**config.mk**
```make
export PLATFORM = sky130hd
export DESIGN_NAME = vll_light
export DESIGN_NICKNAME = d
export VERILOG_FILES = /design/src/hw/rtl/vll_pkg.sv /design/src/hw/rtl/vll_light.sv
export SDC_FILE = /design/constraint.sdc
export NUM_CORES = 2
export LEC_CHECK = 0
export ABC_AREA = 1
export BUFFER_PORTS_ARGS = -buffer_cell sky130_fd_sc_hd__buf_4
export CORE_MARGIN = 4
export CORE_UTILIZATION = 25
export CTS_CLUSTER_SIZE = 28
export DETAILED_ROUTE_END_ITERATION = 12
export GPL_TIMING_DRIVEN = 1
export PLACE_DENSITY = 0.5
export SLEW_MARGIN = 25
export SYNTH_ARGS = -nofsm -noshare
export SYNTH_HDL_FRONTEND = slang
export SYNTH_SLANG_ARGS = --single-unit
```
**constraint.sdc**
```tcl
create_clock -name clk -period 5.8 [get_ports clk]
set_input_delay 0.58 -clock clk [delete_from_list [all_inputs] [get_ports clk]]
set_output_delay 0.58 -clock clk [all_outputs]
set_load 0.005 [all_outputs]
```
**src/hw/rtl/vll_pkg.sv**
```systemverilog
// Package for the vertex Lambert lighting block.
// Types, register codes and pipeline depth constants; no dependencies.
package vll_pkg;

  localparam int RECIP_STEPS = 33;
  localparam int LIGHT_LAT   = 4;
  localparam int INTEN_DLY   = RECIP_STEPS - LIGHT_LAT;

  localparam logic [14:0]        ONE_Q14 = 15'd16384;
  localparam logic signed [31:0] INV_MAX = 32'sh7FFF_FFFF;

  typedef enum logic [2:0] {
    REG_LIGHT_X  = 3'd0,
    REG_LIGHT_Y  = 3'd1,
    REG_LIGHT_Z  = 3'd2,
    REG_GAIN     = 3'd3,
    REG_AMBIENT  = 3'd4
  } cfg_reg_t;

  typedef struct packed {
    logic signed [15:0] light_x;
    logic signed [15:0] light_y;
    logic signed [15:0] light_z;
    logic [15:0]        diffuse_gain;
    logic [14:0]        ambient_level;
  } light_cfg_t;

  typedef struct packed {
    logic neg;
    logic zero;
    logic tiny;
  } recip_flags_t;

  typedef struct packed {
    logic [31:0] x;
    logic [31:0] y;
    logic        last;
    logic        valid;
  } side_t;

endpackage

```
**src/hw/rtl/vll_light.sv**
```systemverilog
// Lambert diffuse plus ambient intensity, four register stages.
// Depends on vll_pkg.
module vll_light import vll_pkg::*; (
  input  logic               clk,
  input  logic               en,
  input  light_cfg_t         cfg,
  input  logic signed [15:0] norm_x,
  input  logic signed [15:0] norm_y,
  input  logic signed [15:0] norm_z,
  output logic [14:0]        intensity
);

  logic signed [31:0] p0;
  logic signed [31:0] p1;
  logic signed [31:0] p2;
  logic signed [33:0] ndot;
  logic signed [50:0] lit;
  logic [22:0]        lit_q;
  logic [23:0]        sum;
  logic [14:0]        inten_next;
  logic [14:0]        inten;

  always_ff @(posedge clk) begin
    if (en) begin
      p0    <= cfg.light_x * norm_x;
      p1    <= cfg.light_y * norm_y;
      p2    <= cfg.light_z * norm_z;
      ndot  <= -(34'(p0) + 34'(p1) + 34'(p2));
      lit   <= ndot * $signed({1'b0, cfg.diffuse_gain});
      inten <= inten_next;
    end
  end

  // clamp at zero, drop 28 fraction bits, add ambient, clamp at one
  always_comb begin
    lit_q      = lit[50] ? '0 : lit[50:28];
    sum        = 24'(lit_q) + 24'(cfg.ambient_level);
    inten_next = (sum > 24'(ONE_Q14)) ? ONE_Q14 : sum[14:0];
  end

  assign intensity = inten;

endmodule

```
==> metrics.yaml <==
grt_overflow_total: 0
die-area_um2: 247000
via_count: 46000
outcome: "complete, no violations"
hold_viol: 0
vias_per_cell: 4.14
critPathKind: "reg2reg"
rows: 179
dr.first_iter.drc_count: 2265
rsz0062_at_grt: "true"
htreeDepth: 4
avgRoutedWirePerCell_um: 14.8
syn-cell-area_um2: 59700
synth-seq-cells: 168
cts_tree: "built"
maxCapViolCount: 0
yosysTopAreaCell: "fa_1"
startpoint_type: "flip-flop"
gr-usage-all-layers_pct: 13.7
finalNonFillerCells: 11100
initial_utilization_pct: 25.1
fin_crit_ns: 5.65
syn_inst: 7342
grt.met3_usage_pct: 1.62
skew_ns: 0.0206
end_kind: "flip-flop"
worstMarginPinSlew_ns: 0.998
antenna_found_initial: 2
slew_violations: 0
slew_headroom_pct: 33.5
clk_pin_slew_ns: 0.08
die_width_um: 497
critical_path.reg2reg.endpoint: "lit[44]"
multi_input_area_um2: 45800
n_antenna_cell: 0
final_layout_size_suffix_gt1_share_pct: 14.2
max_clock_freq_ghz: 0.177
cp.arrival_ns: 5.90
ys_warn_count: 0
ys_top_cells_by_area: "fa_1, inv_1, nand2_1"
dr.pass1.iters: 5
synth_top_area_share_pct: 44.7
critPathMaxFanout: 16
holdCritStartpoint: "norm_x[0]"
seq_area_frac_synth_pct: 8.45
hold_path_class: "in2reg"
placed_cells: 11000
met2_usage_pct: 24.3
worst_hold_path.num_cells: 3
tns_ns: 0
core-area_um2: 238000
ff2ff_path_depth: 24
hold_path_end: "p0[0]"
regArea_um2: 5040
synth_ff_type: "edfxtp_1"
clock_path_buffers: 2
grt_pass1_vias: 51000
final_net_count: 9826
synth_commonest_cells: "inv_1, nand2_1, fa_1"
period_share_pct: 97.4
synth_async_sr_flop_share_pct: 0
cts_root_buf: "clkbuf_16"
ioPinCount: 144
syn2layout_area_growth_pct: 19.5
synth_edf_count: 168
fillers: 25400
report.final.setup_viol: 0
holdBufCountCts: 0
place.gp.congestion: 0.857
cp.required_ns: 6.05
use_met1_pct: 18.1
grt_max_degree: 92
synth_cell_types: 44
dpl.hpwl_um: 145000
totalWireLength_um: 164000
drc: 0
r2r_slack_ns: 0.15
clk_latency_ns: 0.49
final_antenna_net_count: 0
io_buffers: 143
cts_made_buffers: 17
syn_avg_cell_area_um2: 8.13
grt_pass1_wl_um: 271000
r2r-start: "ndot[29]"
whs_ns: 0.535
yosysMostFrequentCell: "inv_1"
die_h_um: 497
clock_sinks: 168
busiest_layer: "met2"
syn-num-nets: 9251
worst max-delay path, cell delays in order, from the launching register on:
cell	delay (ns)
edfxtp_1	0.42
buf_12	0.18
nand2_1	0.06
inv_1	0.06
fa_1	0.53
inv_1	0.05
fa_1	0.49
fa_1	0.54
inv_1	0.06
fa_1	0.49
fa_1	0.49
inv_1	0.05
fa_1	0.50
inv_1	0.07
ha_4	0.30
nand2_2	0.08
buf_4	0.14
nor2_4	0.13
inv_1	0.07
nor2_1	0.10
nand2_1	0.08
inv_1	0.08
nand4_1	0.19
nand4_1	0.16
nand2_1	0.06
metrics by stage:
step	area [µm²]	utilization, %	setup WS, ns
finish	71300	30.0	0.149
CTS	70200	29.5	0.00276
detailed placement	69400	29.2	-0.701
global placement	69400	29.2	-0.602
global route	71300	30.0	-0.0675
floorplan	59800	-	-0.0712
cells in the final DEF (no fill, tap or decap), drive strengths merged, types with 2 or more instances in the layout:
master and count:
clkinv 10, nor2 248, buf 862, o21a 13, and3 3, nand4 27, clkbuf 17, inv 2302
a211oi 6, o21bai 21, or2 15, a21o 26, ha 446, xnor2 65, and2 3, nand3 90
xor2 106, o211ai 8, fa 1334, a21oi 211, a21boi 7, edfxtp 168, a221oi 6, nor3 28
nand3b 4, o211a 2, nand2 1760, nor4 5, a31oi 13, a31o 2, o21ai 115, o221ai 2
flip-flops by register name, indices dropped and copies added (netlist names):
signal and cells:
p1 32, p0 32, ndot 34, p2 32, intensity 15, lit 23
how the worst max path moves through the flow:
stage | cells after the start | end | startpoint | slack, ns
final | 24 | lit[44] | ndot[29] | 0.15
after global routing | 23 | lit[49] | ndot[33] | -0.07
after CTS | 22 | p1[26] | cfg[62] | 0.003
after detailed placement | 20 | lit[48] | cfg[17] | -0.70
after global placement | 22 | lit[48] | cfg[17] | -0.60
after floorplan | 21 | lit[43] | cfg[21] | -0.07
per-layer routing:
| layer | routed length, µm | share of wire [%] | up-vias |
|---|---|---|---|
| met5 | 0 | 0 | - |
| met4 | 2650 | 1.6 | 0 |
| met3 | 6630 | 4.0 | 143 |
| li1 | - | - | 22000 |
| met2 | 82200 | 50 | 811 |
| met1 | 72900 | 44 | 23100 |
cell families (layout without fill, tap and decap cells):
group / count (synthesis) / count (layout) / share of synthesized area [%]
AO/OA/AOI/OAI: 434 / 434 / 4.17
AND/OR/NAND/NOR: 2185 / 2185 / 14.4
buffers and inverters: 2604 / 3192 / 16.4
flip-flops: 168 / 168 / 8.45
adder cells (fa/ha/maj): 1780 / 1780 / 54.1
XOR/XNOR: 171 / 171 / 2.51
repair_timing:
item / CTS / global route
pin swaps: 2 / 64
resized for setup: 14 / 203
buffers inserted: 3 / 25
setup endpoints to repair: 12 / 35
layout make-up:
cell class / count / area share, %
clock buffers: 17 / 0.596
clock inverters: 15 / 0.304
inverters: 2298 / 12.1
multi-input cells: 4570 / 64.2
flip-flops and latches: 168 / 7.07
well taps: 3167 / 5.56
repair buffers: 862 / 10.2
Power is not shown: default switching activity piles up to over one toggle a cycle in this logic, so the estimate is an artifact.
