$ cat config.mk
export PLATFORM = sky130hd
export DESIGN_NAME = vll_recip
export DESIGN_NICKNAME = d
export VERILOG_FILES = /design/src/hw/rtl/vll_pkg.sv /design/src/hw/rtl/vll_recip.sv
export SDC_FILE = /design/constraint.sdc
export NUM_CORES = 2
export LEC_CHECK = 0
export BUFFER_PORTS_ARGS = -buffer_cell sky130_fd_sc_hd__buf_4
export CORE_UTILIZATION = 47
export DETAILED_ROUTE_END_ITERATION = 16
export PLACE_DENSITY_LB_ADDON = 0.25
export SLEW_MARGIN = 15
export SYNTH_ARGS = -nofsm -noshare
export SYNTH_HDL_FRONTEND = slang
export SYNTH_SLANG_ARGS = --single-unit
$ cat constraint.sdc
create_clock -name clk -period 5.9 [get_ports clk]
set_input_delay 0.59 -clock clk [delete_from_list [all_inputs] [get_ports clk]]
set_output_delay 0.59 -clock clk [all_outputs]
set_load 0.005 [all_outputs]
$ cat src/hw/rtl/vll_pkg.sv
// Package for the vertex Lambert lighting block.
// Types, register codes and pipeline depth constants; no dependencies.
package vll_pkg;

  localparam int RECIP_STEPS = 33;
  localparam int LIGHT_LAT   = 4;
  localparam int INTEN_DLY   = RECIP_STEPS - LIGHT_LAT;

  localparam logic [14:0]        ONE_Q14 = 15'd16384;
  localparam logic signed [31:0] INV_MAX = 32'sh7FFF_FFFF;

  typedef enum logic [2:0] {
    REG_LIGHT_X  = 3'd0,
    REG_LIGHT_Y  = 3'd1,
    REG_LIGHT_Z  = 3'd2,
    REG_GAIN     = 3'd3,
    REG_AMBIENT  = 3'd4
  } cfg_reg_t;

  typedef struct packed {
    logic signed [15:0] light_x;
    logic signed [15:0] light_y;
    logic signed [15:0] light_z;
    logic [15:0]        diffuse_gain;
    logic [14:0]        ambient_level;
  } light_cfg_t;

  typedef struct packed {
    logic neg;
    logic zero;
    logic tiny;
  } recip_flags_t;

  typedef struct packed {
    logic [31:0] x;
    logic [31:0] y;
    logic        last;
    logic        valid;
  } side_t;

endpackage

$ cat src/hw/rtl/vll_recip.sv
// Pipelined restoring divider for 2^32 / |z|, one quotient bit per stage.
// Depends on vll_pkg.
module vll_recip import vll_pkg::*; (
  input  logic                   clk,
  input  logic                   en,
  input  logic [31:0]            den,
  input  recip_flags_t           flags_in,
  output logic [RECIP_STEPS-1:0] quo,
  output recip_flags_t           flags_out
);

  logic [31:0]            rem   [1:RECIP_STEPS-1];
  logic [31:0]            dv    [1:RECIP_STEPS-1];
  logic [RECIP_STEPS-1:0] qa    [1:RECIP_STEPS];
  recip_flags_t           fl    [1:RECIP_STEPS];

  logic [31:0]            src_rem [0:RECIP_STEPS-1];
  logic [31:0]            src_den [0:RECIP_STEPS-1];
  logic [RECIP_STEPS-1:0] src_quo [0:RECIP_STEPS-1];
  recip_flags_t           src_fl  [0:RECIP_STEPS-1];
  logic [32:0]            trial   [0:RECIP_STEPS-1];
  logic [31:0]            rem_next [0:RECIP_STEPS-1];
  logic [RECIP_STEPS-1:0] quo_next [0:RECIP_STEPS-1];

  always_comb begin
    src_rem[0] = '0;
    src_den[0] = den;
    src_quo[0] = '0;
    src_fl[0]  = flags_in;
    for (int i = 1; i < RECIP_STEPS; i++) begin
      src_rem[i] = rem[i];
      src_den[i] = dv[i];
      src_quo[i] = qa[i];
      src_fl[i]  = fl[i];
    end
    // dividend is a single one at the top bit, brought in by the first stage
    for (int i = 0; i < RECIP_STEPS; i++) begin
      trial[i] = {src_rem[i], 1'(i == 0)};
      if (trial[i] >= {1'b0, src_den[i]}) begin
        rem_next[i] = 32'(trial[i] - {1'b0, src_den[i]});
        quo_next[i] = {src_quo[i][RECIP_STEPS-2:0], 1'b1};
      end else begin
        rem_next[i] = trial[i][31:0];
        quo_next[i] = {src_quo[i][RECIP_STEPS-2:0], 1'b0};
      end
    end
  end

  always_ff @(posedge clk) begin
    if (en) begin
      for (int i = 1; i < RECIP_STEPS; i++) begin
        rem[i] <= rem_next[i-1];
        dv[i]  <= src_den[i-1];
      end
      for (int i = 1; i <= RECIP_STEPS; i++) begin
        qa[i] <= quo_next[i-1];
        fl[i] <= src_fl[i-1];
      end
    end
  end

  assign quo       = qa[RECIP_STEPS];
  assign flags_out = fl[RECIP_STEPS];

endmodule

==> results.ini <==
[run_status]
status = complete, no violations

[cts]
htreeDepth = 5
clock_latency_ns = 0.92
cts_tree = built
cts_root_buf = clkbuf_16
cts_setup_buffers = 0
path_clk_slew_ns = 0.06
clk_path_buf_depth = 4
cts_resized = 0
numClockSinks = 2708
cts_buffers = 308

[sta]
setup-violations-final = 0
period_minus_slack_ns = 4.872
worstMarginPinSlew_ns = 1.083
fmax_ghz = 0.2052
relSlewSlack_pct = 25.92
period_share_pct = 82.58
hold_viol_final = 0
tns_ns = 0
rsz0062_at_grt = false
fin_skew_ns = 0.04077
drv_slew = 0

[floorplanning]
die_w_um = 558.7
start_util_pct = 47.19
die_h_um = 558.7
die_area_um2 = 312100
ioPinCount = 73
rows = 204
core_um2 = 308600

[final_layout]
area_growth_pct = 10.92
nets = 13830
design_area_um2 = 161500
fillers = 26440
layout-drive-gt1-share_pct = 8.054
finalNonFillerCells = 17110
final_common_cell = edfxtp_1
mostFrequentLayoutCells = edfxtp_1, inv_1, a21oi_1

[drt]
drc = 0
antenna_left = 0
wire_per_inst_um = 20.53
drt_wl_total_um = 351300
drt_iter0_markers = 7191
num_vias = 95650
via_per_inst = 5.591
firstDrtPassIters = 8

[placed_design]
portBuffers = 72
dpl_cell_area_um2 = 150900
hpwl_um = 264800
globalplace.congestion = 0.9173
dp.cells = 16510

[worst_setup_path]
critPathArrivalTime_ns = 5.51
path_delay_family = compound AO/OA/AOI/OAI gates
regToRegEndpoint = rem[0][815]
cp_slowest_cell = or4_1
critical_path.cell_chain = ha_1, nor2b_1, o21a_1, o21ai_0, a21oi_1, o211ai_1, o21ai_0, or4_1, a31o_2, o22a_1, a21oi_1, inv_1, buf_4, mux2_2
cp_num_buf_inv = 2
crit_type = reg2reg
endpoint_kind = register
critPathRequiredTime_ns = 6.54
reg2reg_setup_slack_ns = 1.03
r2r_start = rem[0][768]
critPathLaunchType = register
crit_fanout = 39
slowest_delay_ns = 0.47
r2r_cells = 14

[global_routing]
overflow = 0
grt_max_degree = 191
grt_pass1_wl_um = 540700
first_global_vias = 93900
grt_usage_pct = 22.11
grt_antenna_before_repair = 9

[synth]
synth_edf_count = 2708
synth-main-ff-cell = edfxtp_1
yosysUniqueCellTypes = 88
async_flop_share_pct = 0
synth.net_count = 13680
synth_area_per_cell_um2 = 11.57
netlist_area_um2 = 145600
synthCells = 12590
synth-seq-cells = 2708
synth.yosys.seq_area_share_pct = 55.84
ys_warn_count = 0

[power]
ir_worst_vdd_uv = 257.1
power.total_w = 0.09054
leakage_nw = 65.54
power_density_nw_per_um2 = 560.4

[hold_path]
hold_depth = 2
worstHoldStart = en
hp-class = in2reg
min_to = dv[0][269]

[job]
drv_cap = 0

[worst max path at each step]
stage	from	to	slack [ns]	depth (start not counted)
CTS	rem[0][768]	rem[0][810]	1.08	14
global placement	dv[0][673]	rem[0][708]	1.21	15
finish	rem[0][768]	rem[0][815]	1.03	14
global route	dv[0][769]	rem[0][815]	0.78	15
floorplan	dv[0][705]	rem[0][760]	1.84	15
detailed placement	rem[0][768]	rem[0][803]	1.11	14
[sequential cells by signal, summed over array words and instances (netlist names)]
| signal | count |
|---|---|
| rem | 1024 |
| dv | 1024 |
| fl | 99 |
| qa | 561 |
[cell usage after synthesis (127+ instances only)]
cell / instances / share of area [%]
a21oi_1: 1040 / 3.6
nand4_1: 168 / 0.72
edfxtp_1: 2708 / 56
o21ai_0: 816 / 2.8
xnor2_1: 505 / 3.0
clkbuf_1: 282 / 0.73
mux2_2: 332 / 2.6
nand3_1: 184 / 0.63
xor2_1: 342 / 2.1
ha_1: 1024 / 8.8
nand2_1: 844 / 2.2
a21o_1: 577 / 3.0
nor2b_1: 179 / 0.77
nand2b_1: 158 / 0.68
nor3_1: 127 / 0.44
nor2_1: 716 / 1.8
inv_1: 1274 / 3.3
[where the power goes]
| part | total [W] | internal [W] | switching [W] |
|---|---|---|---|
| Combinational | 0.0393 | 0.0169 | 0.0224 |
| Sequential | 0.0319 | 0.0283 | 0.00360 |
| Clock | 0.0193 | 0.0114 | 0.00792 |
| Total | 0.0905 | 0.0566 | 0.0339 |
[repair_timing]
| item | 4_1_cts | 5_1_grt |
|---|---|---|
| endpoints found under the setup margin | 0 | 0 |
| hold buffers | 35 | 0 |
| endpoints found under the hold margin | 37 | 0 |
[logic make-up (layout without fill, tap and decap cells)]
family,count (synthesis),in the layout,share of synthesized area (%)
other cells,0,2,0
simple gates,2696,2696,8.767
compound gates,3290,3290,13.94
buf+inv,1618,2020,4.288
mux,371,371,2.856
fa+ha+maj,1055,1055,9.224
flops,2708,2708,55.84
xor+xnor,847,847,5.094
[per-stage QoR]
step / setup slack [ns] / util [%] / hold WS, ns
finish: 1.028 / 52.35 / 0.2559
floorplan: 1.841 / - / 0.4003
global route: 0.7805 / 52.35 / 0.2196
global placement: 1.213 / 48.90 / 0.4001
CTS: 1.084 / 52.34 / 0.2070
detailed placement: 1.106 / 48.90 / 0.4045
[layer usage]
layer	GRT usage (%)	part of all wire, %	up-vias
li1	-	-	46260
met1	29.48	44	46270
met2	37.24	48	2464
met3	2.819	4.6	655
met4	7.337	3.4	2
met5	0	0.0034	-
[final cells by class]
type | count | area [um^2] | share of cell area (%)
Tap cell | 4120 | 5155 | 3.191
Timing Repair Buffer | 184 | 1764 | 1.092
Clock inverter | 211 | 2252 | 1.394
Sequential cell | 2708 | 81320 | 50.34
Clock buffer | 351 | 7996 | 4.950
Inverter | 1274 | 4782 | 2.960
Antenna cell | 2 | 5.005 | 0.003098
Multi-Input combinational cell | 8259 | 58270 | 36.07
(Power assumes the default switching activity.)
